`config.mk`:
```
export PLATFORM = sky130hd
export DESIGN_NAME = c_escape_sequence_decoder
export DESIGN_NICKNAME = d
export VERILOG_FILES = /design/src/rtl/ced_pkg.sv /design/src/rtl/c_escape_sequence_decoder.sv /design/src/rtl/ced_front.sv /design/src/rtl/ced_queue.sv /design/src/rtl/ced_back.sv
export SDC_FILE = /design/constraint.sdc
export NUM_CORES = 1
export LEC_CHECK = 0
export BUFFER_PORTS_ARGS = -buffer_cell sky130_fd_sc_hd__buf_2
export CAP_MARGIN = 10
export CORE_MARGIN = 2
export CORE_UTILIZATION = 40
export CTS_CLUSTER_DIAMETER = 200
export DETAILED_ROUTE_END_ITERATION = 6
export PLACE_DENSITY = 0.63
export REMOVE_ABC_BUFFERS = 1
export SETUP_SLACK_MARGIN = 0.05
export SYNTH_ARGS = -nofsm -noshare
export SYNTH_HDL_FRONTEND = slang
export SYNTH_HIERARCHICAL = 1
export SYNTH_SLANG_ARGS = --single-unit
```
`constraint.sdc`:
```
create_clock -name clk -period 16.24 [get_ports clk]
set_input_delay 0 -clock clk [delete_from_list [all_inputs] [get_ports clk]]
set_output_delay 0 -clock clk [all_outputs]
set_load 0.02 [all_outputs]
```
`src/rtl/ced_pkg.sv`:
```
// Shared types, constants and decode functions for the escape sequence decoder.
`timescale 1ns / 1ps
`default_nettype none
package ced_pkg;

  localparam int TABLE_ENTRIES = 12;
  localparam int KNOWN_ENTRIES = 12;
  localparam int LOOKUP_N = (TABLE_ENTRIES < KNOWN_ENTRIES) ? TABLE_ENTRIES : KNOWN_ENTRIES;
  localparam int QDEPTH = 4;
  localparam int QPTR_W = $clog2(QDEPTH);
  localparam int QCNT_W = $clog2(QDEPTH + 1);

  localparam logic [7:0] BSLASH = 8'h5C;
  localparam logic [7:0] CHAR_X = 8'h78;

  localparam logic [7:0] ESC_KEY [KNOWN_ENTRIES] = '{
    8'h61, 8'h62, 8'h66, 8'h72, 8'h6E, 8'h74, 8'h76, 8'h27, 8'h22, 8'h3F, 8'h5C, 8'h30
  };
  localparam logic [7:0] ESC_VAL [KNOWN_ENTRIES] = '{
    8'h07, 8'h08, 8'h0C, 8'h0D, 8'h0A, 8'h09, 8'h0B, 8'h27, 8'h22, 8'h3F, 8'h5C, 8'h00
  };

  // decoded bytes of one input item, lowest byte first
  typedef struct packed {
    logic [3:0][7:0] data;
    logic [2:0]      cnt;
    logic            last;
  } group_t;

  typedef struct packed {
    logic [2:0] k;
    logic [7:0] val;
  } dec_t;

  typedef struct packed {
    group_t          grp;
    logic [2:0][7:0] pend;
    logic [1:0]      pcnt;
  } step_t;

  function automatic logic is_oct(input logic [7:0] c);
    return (c >= 8'h30) && (c <= 8'h37);
  endfunction

  function automatic logic is_hex(input logic [7:0] c);
    return ((c >= 8'h30) && (c <= 8'h39)) || ((c >= 8'h61) && (c <= 8'h66)) ||
           ((c >= 8'h41) && (c <= 8'h46));
  endfunction

  function automatic logic [3:0] hex_val(input logic [7:0] c);
    logic [7:0] t;
    if ((c >= 8'h30) && (c <= 8'h39)) t = c - 8'h30;
    else if ((c >= 8'h61) && (c <= 8'h66)) t = c - 8'h57;
    else t = c - 8'h37;
    return t[3:0];
  endfunction

  function automatic logic digit_ok(input logic [7:0] c, input logic hex);
    return hex ? is_hex(c) : is_oct(c);
  endfunction

  // one escape resolution; k == 0 means wait for more bytes
  function automatic dec_t decode_one(input logic [3:0][7:0] b, input logic [2:0] n,
                                      input logic fin);
    dec_t d;
    logic hex;
    logic wait_more;
    logic match;
    logic hit;
    d.k = 3'd1;
    d.val = BSLASH;
    hex = (b[1] == CHAR_X);
    wait_more = 1'b0;
    match = 1'b0;
    hit = 1'b0;
    if (b[0] != BSLASH) begin
      d.val = b[0];
    end else if (n < 3'd2) begin
      if (!fin) d.k = 3'd0;
    end else begin
      if (is_oct(b[1]) || hex) begin
        if (n < 3'd3) wait_more = !fin;
        else if (digit_ok(b[2], hex)) begin
          if (n < 3'd4) wait_more = !fin;
          else match = digit_ok(b[3], hex);
        end
      end
      if (wait_more) begin
        d.k = 3'd0;
      end else if (match) begin
        d.k = 3'd4;
        if (hex) d.val = {hex_val(b[2]), hex_val(b[3])};
        else d.val = {b[1][1:0], b[2][2:0], b[3][2:0]};
      end else begin
        for (int i = 0; i < LOOKUP_N; i++) begin
          if (!hit && (b[1] == ESC_KEY[i])) begin
            hit = 1'b1;
            d.k = 3'd2;
            d.val = ESC_VAL[i];
          end
        end
      end
    end
    return d;
  endfunction

  function automatic step_t decode_step(input logic [2:0][7:0] pend, input logic [1:0] pcnt,
                                        input logic [7:0] c, input logic fin);
    step_t s;
    logic [3:0][7:0] b;
    logic [2:0] n;
    logic stop;
    dec_t d;
    s = '0;
    b = '0;
    for (int i = 0; i < 3; i++) b[i] = pend[i];
    b[pcnt] = c;
    n = {1'b0, pcnt} + 3'd1;
    stop = 1'b0;
    for (int i = 0; i < 4; i++) begin
      if (!stop && (n != 3'd0)) begin
        d = decode_one(b, n, fin);
        if (d.k == 3'd0) begin
          stop = 1'b1;
        end else begin
          s.grp.data[s.grp.cnt[1:0]] = d.val;
          s.grp.cnt = s.grp.cnt + 3'd1;
          case (d.k)
            3'd1:    b = {8'h00, b[3:1]};
            3'd2:    b = {16'h0000, b[3:2]};
            default: b = '0;
          endcase
          n = n - d.k;
        end
      end
    end
    s.grp.last = fin;
    s.pend = b[2:0];
    s.pcnt = fin ? 2'd0 : n[1:0];
    return s;
  endfunction

endpackage
`default_nettype wire

```
`src/rtl/c_escape_sequence_decoder.sv`:
```
// Top level of the C string escape sequence decoder.
// Accepts one source byte per cycle whenever the four-group queue has room and
// emits decoded bytes at one per cycle while out_tready is high; an input item
// that resolves k bytes (k from 0 to 4) keeps the output side busy until all k
// are sent, so the input side stalls only when the output serializer falls a
// full queue behind. Escapes are resolved in the same cycle the byte is taken;
// up to three lookahead bytes are held and flushed on the item marked last.
`timescale 1ns / 1ps
`default_nettype none
module c_escape_sequence_decoder (
  input  wire logic       clk,
  input  wire logic       rst_n,
  input  wire logic       in_tvalid,
  output logic            in_tready,
  input  wire logic [7:0] in_tdata,   // [7:0] in_char
  input  wire logic       in_tlast,
  output logic            out_tvalid,
  input  wire logic       out_tready,
  output logic [7:0]      out_tdata,  // [7:0] out_char
  output logic            out_tlast
);

  logic            q_full;
  logic            push;
  ced_pkg::group_t push_grp;
  logic            pop;
  logic            head_valid;
  ced_pkg::group_t head;

  ced_front u_front (
    .clk      (clk),
    .rst_n    (rst_n),
    .in_valid (in_tvalid),
    .in_ready (in_tready),
    .in_char  (in_tdata),
    .in_last  (in_tlast),
    .q_full   (q_full),
    .push     (push),
    .push_grp (push_grp)
  );

  ced_queue u_queue (
    .clk        (clk),
    .rst_n      (rst_n),
    .push       (push),
    .push_grp   (push_grp),
    .pop        (pop),
    .full       (q_full),
    .head_valid (head_valid),
    .head       (head)
  );

  ced_back u_back (
    .clk        (clk),
    .rst_n      (rst_n),
    .head_valid (head_valid),
    .head       (head),
    .pop        (pop),
    .out_valid  (out_tvalid),
    .out_ready  (out_tready),
    .out_char   (out_tdata),
    .out_last   (out_tlast)
  );

endmodule
`default_nettype wire

```
`src/rtl/ced_front.sv`:
```
// Front end: accepts source bytes, holds lookahead and resolves escapes into byte groups.
`timescale 1ns / 1ps
`default_nettype none
module ced_front (
  input  wire logic        clk,
  input  wire logic        rst_n,
  input  wire logic        in_valid,
  output logic             in_ready,
  input  wire logic [7:0]  in_char,
  input  wire logic        in_last,
  input  wire logic        q_full,
  output logic             push,
  output ced_pkg::group_t  push_grp
);

  logic [2:0][7:0] pend_r;
  logic [1:0]      pcnt_r;
  ced_pkg::step_t  res;
  logic            accept;

  always_comb begin
    res = ced_pkg::decode_step(pend_r, pcnt_r, in_char, in_last);
    in_ready = !q_full;
    accept = in_valid && in_ready;
    push = accept && (res.grp.cnt != 3'd0);
    push_grp = res.grp;
  end

  always_ff @(posedge clk) begin
    if (!rst_n) begin
      pcnt_r <= 2'd0;
    end else if (accept) begin
      pcnt_r <= res.pcnt;
    end
  end

  always_ff @(posedge clk) begin
    if (accept) pend_r <= res.pend;
  end

endmodule
`default_nettype wire

```
`src/rtl/ced_queue.sv`:
```
// Short queue of decoded byte groups between front and back end.
`timescale 1ns / 1ps
`default_nettype none
module ced_queue (
  input  wire logic            clk,
  input  wire logic            rst_n,
  input  wire logic            push,
  input  wire ced_pkg::group_t push_grp,
  input  wire logic            pop,
  output logic                 full,
  output logic                 head_valid,
  output ced_pkg::group_t      head
);

  ced_pkg::group_t                mem [ced_pkg::QDEPTH];
  logic [ced_pkg::QPTR_W-1:0]     wr_ptr_r;
  logic [ced_pkg::QPTR_W-1:0]     rd_ptr_r;
  logic [ced_pkg::QCNT_W-1:0]     count_r;
  logic [ced_pkg::QCNT_W-1:0]     count_nxt;
  logic                           do_pop;

  always_comb begin
    full = (count_r == ced_pkg::QCNT_W'(ced_pkg::QDEPTH));
    head_valid = (count_r != '0);
    head = mem[rd_ptr_r];
    do_pop = pop && head_valid;
    count_nxt = count_r;
    if (push && !do_pop) count_nxt = count_r + ced_pkg::QCNT_W'(1);
    else if (!push && do_pop) count_nxt = count_r - ced_pkg::QCNT_W'(1);
  end

  always_ff @(posedge clk) begin
    if (!rst_n) begin
      wr_ptr_r <= '0;
      rd_ptr_r <= '0;
      count_r <= '0;
    end else begin
      if (push) wr_ptr_r <= wr_ptr_r + ced_pkg::QPTR_W'(1);
      if (do_pop) rd_ptr_r <= rd_ptr_r + ced_pkg::QPTR_W'(1);
      count_r <= count_nxt;
    end
  end

  always_ff @(posedge clk) begin
    if (push) mem[wr_ptr_r] <= push_grp;
  end

`ifndef SYNTH
  a_no_push_full: assert property (@(posedge clk) disable iff (!rst_n) push |-> !full)
    else $error("push into full queue");
  a_count_range: assert property (@(posedge clk) disable iff (!rst_n)
    count_r <= ced_pkg::QCNT_W'(ced_pkg::QDEPTH))
    else $error("queue count out of range");
  a_ptr_gap: assert property (@(posedge clk) disable iff (!rst_n)
    (count_r == '0) |-> (wr_ptr_r == rd_ptr_r))
    else $error("empty queue with pointer gap");
`endif

endmodule
`default_nettype wire

```
`src/rtl/ced_back.sv`:
```
// Back end: serializes each queued byte group onto the output stream.
`timescale 1ns / 1ps
`default_nettype none
module ced_back (
  input  wire logic            clk,
  input  wire logic            rst_n,
  input  wire logic            head_valid,
  input  wire ced_pkg::group_t head,
  output logic                 pop,
  output logic                 out_valid,
  input  wire logic            out_ready,
  output logic [7:0]           out_char,
  output logic                 out_last
);

  logic [1:0] idx_r;
  logic [1:0] idx_nxt;
  logic       at_end;

  always_comb begin
    at_end = ({1'b0, idx_r} == (head.cnt - 3'd1));
    out_valid = head_valid;
    out_char = head.data[idx_r];
    out_last = head.last && at_end;
    pop = out_valid && out_ready && at_end;
    idx_nxt = idx_r;
    if (out_valid && out_ready) idx_nxt = at_end ? 2'd0 : idx_r + 2'd1;
  end

  always_ff @(posedge clk) begin
    if (!rst_n) begin
      idx_r <= 2'd0;
    end else begin
      idx_r <= idx_nxt;
    end
  end

`ifndef SYNTH
  a_grp_nonempty: assert property (@(posedge clk) disable iff (!rst_n)
    head_valid |-> ((head.cnt != 3'd0) && (head.cnt <= 3'd4)))
    else $error("empty or oversized group at queue head");
  a_idx_inside: assert property (@(posedge clk) disable iff (!rst_n)
    head_valid |-> ({1'b0, idx_r} < head.cnt))
    else $error("byte index past group end");
  a_idle_idx: assert property (@(posedge clk) disable iff (!rst_n)
    !head_valid |-> (idx_r == 2'd0))
    else $error("index left over with empty queue");
`endif

endmodule
`default_nettype wire
```
==> flow_summary.ini, run 1 <==
[power]
clock_power_share_pct = 13.6
p_int_uw = 1637
seqPwrFrac_pct = 31.5
p_sw_share_pct = 45.51
ir_drop_mv = 0.1245
finalPower_uw = 3004
switchingPower_uw = 1367
share_comb_of_total_power_pct = 54.9
power_density_nw_per_um2 = 209.4
p_leak_uw = 0.004957

[die]
design.die.area_um2 = 35630
fp-row-count = 67
io-pin-count = 24
die_w_um = 188.8
start_util_pct = 40.62
core_um2 = 33620
dieHeight_um = 188.8

[timing]
finClkSkew_ps = 22.60
max_slew_margin_pct = 20.03
worst_hold_slack_ps = 49.84
setup_viol = 0
worstMarginPinSlew_ps = 1200
tns_ps = 0
finalMaxSlewViolations = 0
period_minus_slack_ps = 13790
max_freq_ghz = 0.07251
timing.final.hold_violations = 0
period_share_pct = 84.93
rsz0062_at_grt = false

[routing]
drcViolationCount = 0
routed_wl_um = 42140
wl_per_cell_um = 24.90
routed_via_density = 6.437
ant_nets = 0
drt_iter0_drc = 1381
dr.pass1.iters = 6
num_vias = 10891

[finish]
drive_above_1_share_pct = 15.03
utilization_pct = 42.66
nets = 1288
area_growth_syn_to_layout_pct = 5.031
n_antenna_cell = 0
stdcell_area_um2 = 14340

[synthesis]
synth_enable_flop_cells = 168
async_flop_share_pct = 0
synth_seq_cells = 181
ys_types = 117
seq_area_frac_synth_pct = 38.85
ys.flop_type = edfxtp_1
synthTopCellsByArea = edfxtp_1 37%, mux4_2 5.3%, mux2i_1 4.5%
ys_warn_count = 6
netlist_instances = 1280
syn_area_per_cell_um2 = 10.67
yosysTopAreaCellShare_pct = 36.95
syn_area_um2 = 13650
yosysTopAreaCell = edfxtp_1

[place]
placed_cell_area_um2 = 13740
post-dp-hpwl_um = 31450
io_buffers = 23
finalWeightedCongestion = 0.9988

[clocking]
cts_tree = built
clkTransAtPathRegs_ps = 80
cts_buffer_depth = 2
root_buffer = clkbuf_16
clkLatencyLatePin_ps = 450
cts-resized-gates = 0
htreeDepth = 4
cts_made_buffers = 17
clock_sinks = 181
cts_setup_buffers = 0
hold_buffers = 2

[global_route]
grtUsageTotal_pct = 23.72
grt_pass1_wl_um = 64520
grt-ovfl-total = 0
grt_util_met2_pct = 37.84
use_met1_pct = 32.07
grt_pass1_vias = 10557
grt-busiest-layer = met2
grt_use_met3_pct = 3.855
antenna_found_initial = 0
grt_max_degree = 37

[worst_setup_path]
path_class = reg2reg
crit_required_ps = 16600
cp.arrival_ps = 14150
slowest_delay_ps = 1000
cpMostUsedCell = ha_1
end_kind = flip-flop
r2r_slack_ps = 2450
cp_slowest_cell = ha_1
start_kind = flip-flop
critPathMaxFanout = 35

[run_status]
status = finished, final reports clean

[worst_hold_path]
hold_class = in2reg

[job]
maxCapViolations = 0
cells by family after synthesis:
family | share of synthesized area, %
multiplexers | 13.81
AO/OA/AOI/OAI | 18.73
adder cells (fa/ha/maj) | 4.252
XOR/XNOR | 1.347
flip-flops | 38.85
AND/OR/NAND/NOR | 16.92
buffers and inverters | 6.094
state kept, by name, summed over array words and instances (netlist names), named ones only:
signal,flops
u_front/pend_r,24
u_queue/wr_ptr_r,2
u_front/pcnt_r,2
u_queue/count_r,3
u_back/idx_r,2
u_queue/rd_ptr_r,2
u_queue/mem,144
power by group through the flow:
| stage | Combinational (uW) | Sequential (uW) | Clock [uW] |
|---|---|---|---|
| finish | 1650 | 946 | 409 |
| global route | 1780 | 960 | 435 |
| CTS | 1630 | 947 | 417 |
| detailed placement | 1620 | 957 | 0 |
| global placement | 1590 | 946 | 0 |
| floorplan | 1150 | 920 | 0 |
cells in the final DEF (no fill, tap or decap), types with 9 or more instances in the layout:
cell type / synthesis / final
a211oi_1: 22 / 22
a21boi_0: 9 / 9
a21oi_1: 47 / 47
a221oi_1: 11 / 11
a22oi_1: 11 / 11
a31oi_1: 23 / 23
and2_1: 31 / 27
buf_2: 20 / 23
buf_4: 41 / 9
clkbuf_16: 0 / 17
dfxtp_1: 13 / 11
edfxtp_1: 168 / 168
ha_1: 40 / 40
inv_1: 38 / 38
mux2_2: 15 / 15
mux2i_1: 62 / 62
mux4_1: 12 / 12
mux4_2: 32 / 32
nand2_1: 106 / 106
nand3_1: 31 / 31
nor2_1: 95 / 95
nor2b_1: 18 / 18
nor3_1: 38 / 37
nor3b_1: 9 / 9
nor4_1: 11 / 11
o211ai_1: 11 / 11
o21ai_0: 54 / 54
o22ai_1: 12 / 12
or3_1: 15 / 15
xnor2_1: 15 / 15
synthesized netlist by cell type, types with 13 or more instances:
cell,instances
nor2b_1,18
a211oi_1,22
o21ai_0,54
edfxtp_1,168
nand2_1,106
mux2i_1,62
nand3_1,31
clkbuf_1,25
nor2_1,95
a31oi_1,23
or3_1,15
and2_1,31
dfxtp_1,13
mux4_2,32
nor3_1,38
a21oi_1,47
buf_4,41
ha_1,40
mux2_2,15
xnor2_1,15
buf_2,20
inv_1,38
final timing paths:
path                                      end                        startpoint  cells after the start
max           u_queue/count_r[2]$_SDFFE_PN0P_    u_front/pcnt_r[0]$_SDFFE_PN0P_                     43
min               u_queue/mem[2][0]$_DFFE_PP_                          in_tlast                      1
max reg2reg   u_queue/count_r[2]$_SDFFE_PN0P_    u_front/pcnt_r[0]$_SDFFE_PN0P_                     43
min reg2reg  u_queue/wr_ptr_r[1]$_SDFFE_PN0P_  u_queue/wr_ptr_r[1]$_SDFFE_PN0P_                      2
area by class of cell:
class                      instances  area (um^2)
sequential                       181         5308
clock inverter                    14        153.9
tap                              448        560.5
clock buffer                      18        429.2
inverter                          42        160.2
timing repair buffer              34        202.7
fill                            3175        19270
multi-input combinational        955         7527
metal layers:
layer | part of all wire (%) | vias to the layer above | wire length (um)
met5 | 0 | - | 0
met4 | 3.8 | 0 | 1619
met3 | 7.5 | 107 | 3174
met2 | 46 | 576 | 19370
met1 | 43 | 5338 | 17970
li1 | - | 4870 | -
worst max-delay path, delay by kind of cell, from the launching register on:
family | cells | cell delay (ps)
AO/OA/AOI/OAI | 17 | 5310
AND/OR/NAND/NOR | 12 | 3370
adder cells (fa/ha/maj) | 8 | 3200
buffers and inverters | 4 | 640
multiplexers | 1 | 550
flip-flops | 1 | 460
XOR/XNOR | 1 | 160
stage by stage:
stage                     worst slack (ps)  cells
after CTS                             2805   1692
after global routing                  1446   1692
after floorplan                       4767   1178
after global placement                3379   1658
after detailed placement              2849   1658
final                                 2448   1692
Note: power is estimated with default switching activity, not from simulation.
==> run 2: changes to the inputs <==
- clock period: 16.24 -> 14.3 ns (I/O delays scaled with it)
==> flow_summary.ini, run 2 (synthesis gave the netlist of run 1 again) <==
[worst_setup_path]
reg2regPathDepth = 43
cp.arrival_ps = 13430
start_kind = flip-flop
slowest_delay_ps = 1010
cpMostUsedCell = ha_1
reg2reg_to = u_queue/count_r[2]$_SDFFE_PN0P_
cp_slowest_cell = ha_1
crit_required_ps = 14660
critPathMaxFanout = 35
r2r-start = u_front/pcnt_r[0]$_SDFFE_PN0P_
path_class = reg2reg
r2r_slack_ps = 1230
end_kind = flip-flop

[timing]
timing.final.hold_violations = 0
finalMaxSlewViolations = 0
tns_ps = 0
max_slew_margin_pct = 18.54
max_freq_ghz = 0.07651
finClkSkew_ps = 23.35
worstMarginPinSlew_ps = 1222
period_minus_slack_ps = 13070
setup_viol = 0
period_share_pct = 91.41
rsz0062_at_grt = false

[routing]
drt_iter0_drc = 1438
ant_nets = 0
dr.pass1.iters = 7
num_vias = 10912
routed_via_density = 6.423
wl_per_cell_um = 24.64
routed_wl_um = 41860
drcViolationCount = 0

[power]
p_leak_uw = 0.005016
finalPower_uw = 3428
ir_drop_mv = 0.1364
power_density_nw_per_um2 = 237.2

[finish]
regMostFlops = u_queue/mem
final_cell_mix = 168 x edfxtp_1, 106 x nand2_1, 95 x nor2_1, 62 x mux2i_1, 54 x o21ai_0
final_common_cell = edfxtp_1
largest_reg_flops = 144
area.sequential_um2 = 5308
multiInputGateArea_um2 = 7527
reg_top3 = u_queue/mem: 144 flops, u_front/pend_r: 24 flops, u_queue/count_r: 3 flops
area_growth_syn_to_layout_pct = 5.819
fillers = 3175
n_antenna_cell = 0
utilization_pct = 42.98
nets = 1295
drive_above_1_share_pct = 15.51

[run_status]
status = finished, final reports clean

[global_route]
grt_max_degree = 37
grt-ovfl-total = 0
antenna_found_initial = 0
grtUsageTotal_pct = 23.67
grt_pass1_wl_um = 64300
grt_pass1_vias = 10536

[clocking]
htreeDepth = 4
clkLatencyLatePin_ps = 440
cts_tree = built
clock_sinks = 181
cts_made_buffers = 17
cts_buffer_depth = 2
clkTransAtPathRegs_ps = 80
root_buffer = clkbuf_16

[place]
io_buffers = 23
finalWeightedCongestion = 0.9861
post-dp-hpwl_um = 31500

[worst_hold_path]
hold_path_end = u_front/pcnt_r[0]$_SDFFE_PN0P_
holdPathStages = 4
hp-start = in_tvalid
hold_class = in2reg

[die]
core_um2 = 33620
dieHeight_um = 188.8
start_util_pct = 40.62
fp-row-count = 67
io-pin-count = 24
design.die.area_um2 = 35630
die_w_um = 188.8

[job]
maxCapViolations = 0
-- run 2: changes by cell type in the layout (fill, tap and decap cells not counted), sizes merged --
cell | previous run | this run
dlygate4sd3 | 2 | 3
clkbuf | 18 | 17
inv | 50 | 49
buf | 32 | 38
clkinv | 5 | 8
clkinvlp | 1 | 0
-- run 2: metrics by stage --
step | hold WS (ps) | setup WS, ps | instance area [um^2] | cells
2_1_floorplan | 98.87 | 2827 | 12980 | 1178
3_3_place_gp | 361.1 | 1711 | 13780 | 1664
3_5_place_dp | 371.3 | 1610 | 13780 | 1664
4_1_cts | 48.64 | 1567 | 14450 | 1699
5_1_grt | 60.26 | 257.7 | 14450 | 1699
6_report | 66.21 | 1229 | 14450 | 1699
-- run 2: how the worst max path moves through the flow --
stage / start / to / depth (start not counted)
6_report: u_front/pcnt_r[0]$_SDFFE_PN0P_ / u_queue/count_r[2]$_SDFFE_PN0P_ / 43
3_3_place_gp: u_front/pcnt_r[0]$_SDFFE_PN0P_ / u_queue/count_r[2]$_SDFFE_PN0P_ / 41
2_1_floorplan: u_front/pcnt_r[1]$_SDFFE_PN0P_ / u_queue/mem[0][0]$_DFFE_PP_ / 29
4_1_cts: u_front/pcnt_r[0]$_SDFFE_PN0P_ / u_queue/count_r[2]$_SDFFE_PN0P_ / 42
5_1_grt: u_front/pcnt_r[0]$_SDFFE_PN0P_ / u_queue/count_r[2]$_SDFFE_PN0P_ / 45
3_5_place_dp: u_front/pcnt_r[0]$_SDFFE_PN0P_ / u_queue/count_r[2]$_SDFFE_PN0P_ / 42
-- run 2: final cells by class --
cell class,count,share of cell area (%)
clock buffers,17,2.944
repair buffers,41,1.784
well taps,448,3.879
clock inverters,15,1.455
flip-flops and latches,181,36.73
multi-input cells,955,52.10
inverters,42,1.108
-- run 2: critical path, delay by kind of cell, from the launching register on --
kind | cells | cell delay (ps)
xor gates and xnor gates | 1 | 160
adders and majority gates | 8 | 3210
buffers and inverters | 4 | 600
DFF | 1 | 440
and+or+nand+nor | 15 | 3870
AOI/OAI and AO/OA | 15 | 4660
-- run 2: layer usage --
layer | routed length [um] | GRT usage, % | vias to the layer above
li1 | - | - | 4895
met1 | 18120 | 33.58 | 5314
met2 | 18600 | 36.37 | 579
met3 | 3232 | 2.906 | 124
met4 | 1909 | 10.43 | 0
met5 | 0 | 0 | -
-- run 2: repair_timing --
| action | CTS | global route |
|---|---|---|
| hold buffers | 3 | 0 |
| gates resized for setup | 0 | 0 |
| endpoints found under the hold margin | 12 | 0 |
| buffers inserted | 0 | 0 |
| endpoints found under the setup margin | 0 | 0 |
-- run 2: report_power, final --
part           internal, uW  switching, uW  total (uW)
Clock                   245            240         485
Sequential              987           87.8        1080
Combinational           639           1230        1870
Total                  1870           1560        3430
==> run 3: changes to the inputs <==
- BUFFER_PORTS_ARGS: -buffer_cell sky130_fd_sc_hd__buf_2 -> default
- DONT_BUFFER_PORTS: default -> 1
- PLACE_DENSITY: 0.63 -> 0.62
==> flow_summary.ini, run 3 (synthesis gave the netlist of run 1 again) <==
[run_status]
status = finished with violations
failed_checks = negative hold slack

[timing]
finalMaxSlewViolations = 0
max_freq_ghz = 0.07567
period_minus_slack_ps = 13210
worstMarginPinSlew_ps = 1154
setup_viol = 0
rsz0062_at_grt = false
finClkSkew_ps = 15.25
setup_slack_ps = 1086
worst_hold_slack_ps = -13.29
max_slew_margin_pct = 22.46
tns_ps = 0
period_share_pct = 92.41
timing.final.hold_violations = 1

[routing]
ant_nets = 0
num_vias = 10843
drcViolationCount = 0
routed_via_density = 6.473
wl_per_cell_um = 25.29
dr.pass1.iters = 6
routed_wl_um = 42370
drt_iter0_drc = 1336

[clocking]
cts_made_buffers = 17
clkTransAtPathRegs_ps = 80
cts_buffer_depth = 2
clock_sinks = 181
cts_setup_buffers = 0
cts_tree = built
htreeDepth = 4
clkLatencyLatePin_ps = 430
root_buffer = clkbuf_16

[worst_setup_path]
cpMostUsedCell = ha_1
crit_required_ps = 14650
end_kind = flip-flop
critPathMaxFanout = 24
cp.arrival_ps = 13570
cp_slowest_cell = nor4_1
slowest_delay_ps = 700
start_kind = flip-flop
path_class = reg2reg

[die]
fp-row-count = 67
design.die.area_um2 = 35630
io-pin-count = 24
die_w_um = 188.8
core_um2 = 33620
start_util_pct = 40.62
dieHeight_um = 188.8

[place]
io_buffers = 0
post-dp-hpwl_um = 31630
dp_cells = 1640
finalWeightedCongestion = 0.9839
dp_worst_setup_slack_ps = 931.0

[global_route]
grt_pass1_vias = 10321
grt_pass1_wl_um = 64230
grt_max_degree = 37
antenna_found_initial = 0
grtUsageTotal_pct = 23.76
grt-ovfl-total = 0

[finish]
final_cells = 1675
utilization_pct = 42.43
area_growth_syn_to_layout_pct = 4.453
drive_above_1_share_pct = 13.53
nets = 1271
reg_top3 = u_queue/mem: 144 flops, u_front/pend_r: 24 flops, u_queue/count_r: 3 flops
regMostFlops = u_queue/mem
n_antenna_cell = 0
final_cell_mix = 168 x edfxtp_1, 106 x nand2_1, 95 x nor2_1, 62 x mux2i_1, 54 x o21ai_0
largest_reg_flops = 144
final_common_cell = edfxtp_1

[job]
maxCapViolations = 0

[power]
power_density_nw_per_um2 = 236.8
ir_drop_mv = 0.1450
finalPower_uw = 3377
p_leak_uw = 0.004882

[worst_hold_path]
hold_class = in2reg
## run 3: report_power, final
| part | internal, uW | switching, uW |
|---|---|---|
| sequential | 988 | 89.5 |
| clock | 243 | 203 |
| combinational | 624 | 1230 |
## run 3: routing by layer
layer	up-vias	global-route usage, %	part of all wire, %
met4	0	10.13	4.3
met1	5313	32.37	43
li1	4837	-	-
met3	102	4.340	7.6
met2	591	37.16	45
met5	-	0	0
## run 3: repair_timing
action,4_1_cts,5_1_grt
setup endpoints to repair,0,146
resized for setup,0,2
hold buffers,3,0
hold endpoints to repair,17,0
## run 3: worst paths after layout
path	cells after the start	endpoint	slack, ps	from
worst max-delay path	44	u_queue/count_r[2]$_SDFFE_PN0P_	1090	u_front/pcnt_r[0]$_SDFFE_PN0P_
worst min-delay path	3	u_front/pcnt_r[0]$_SDFFE_PN0P_	-10	in_tvalid
worst max register to register	44	u_queue/count_r[2]$_SDFFE_PN0P_	1090	u_front/pcnt_r[0]$_SDFFE_PN0P_
worst min register to register	2	u_queue/wr_ptr_r[1]$_SDFFE_PN0P_	580	u_queue/wr_ptr_r[1]$_SDFFE_PN0P_
## run 3: critical path, delay by kind of cell, from the launching register on
family,cells,cell delay (ps)
AOI/OAI and AO/OA,16,4950
and+or+nand+nor,14,3740
adders and majority gates,8,2820
buffers and inverters,5,980
DFF,1,460
xor gates and xnor gates,1,160
## run 3: layout make-up
class	count	area, um^2
clock buffers	20	436.7
clock inverters	12	126.4
fillers	3173	19350
inverters	42	160.2
multi-input cells	955	7537
flip-flops and latches	181	5306
well taps	448	560.5
repair buffers	17	135.1
## run 3: through the flow
step | hold WS [ps] | cell area, um^2
floorplan | 98.87 | 12980
global placement | 109.0 | 13660
detailed placement | 109.2 | 13660
CTS | 0.1491 | 14250
global route | 18.89 | 14260
finish | -13.29 | 14260
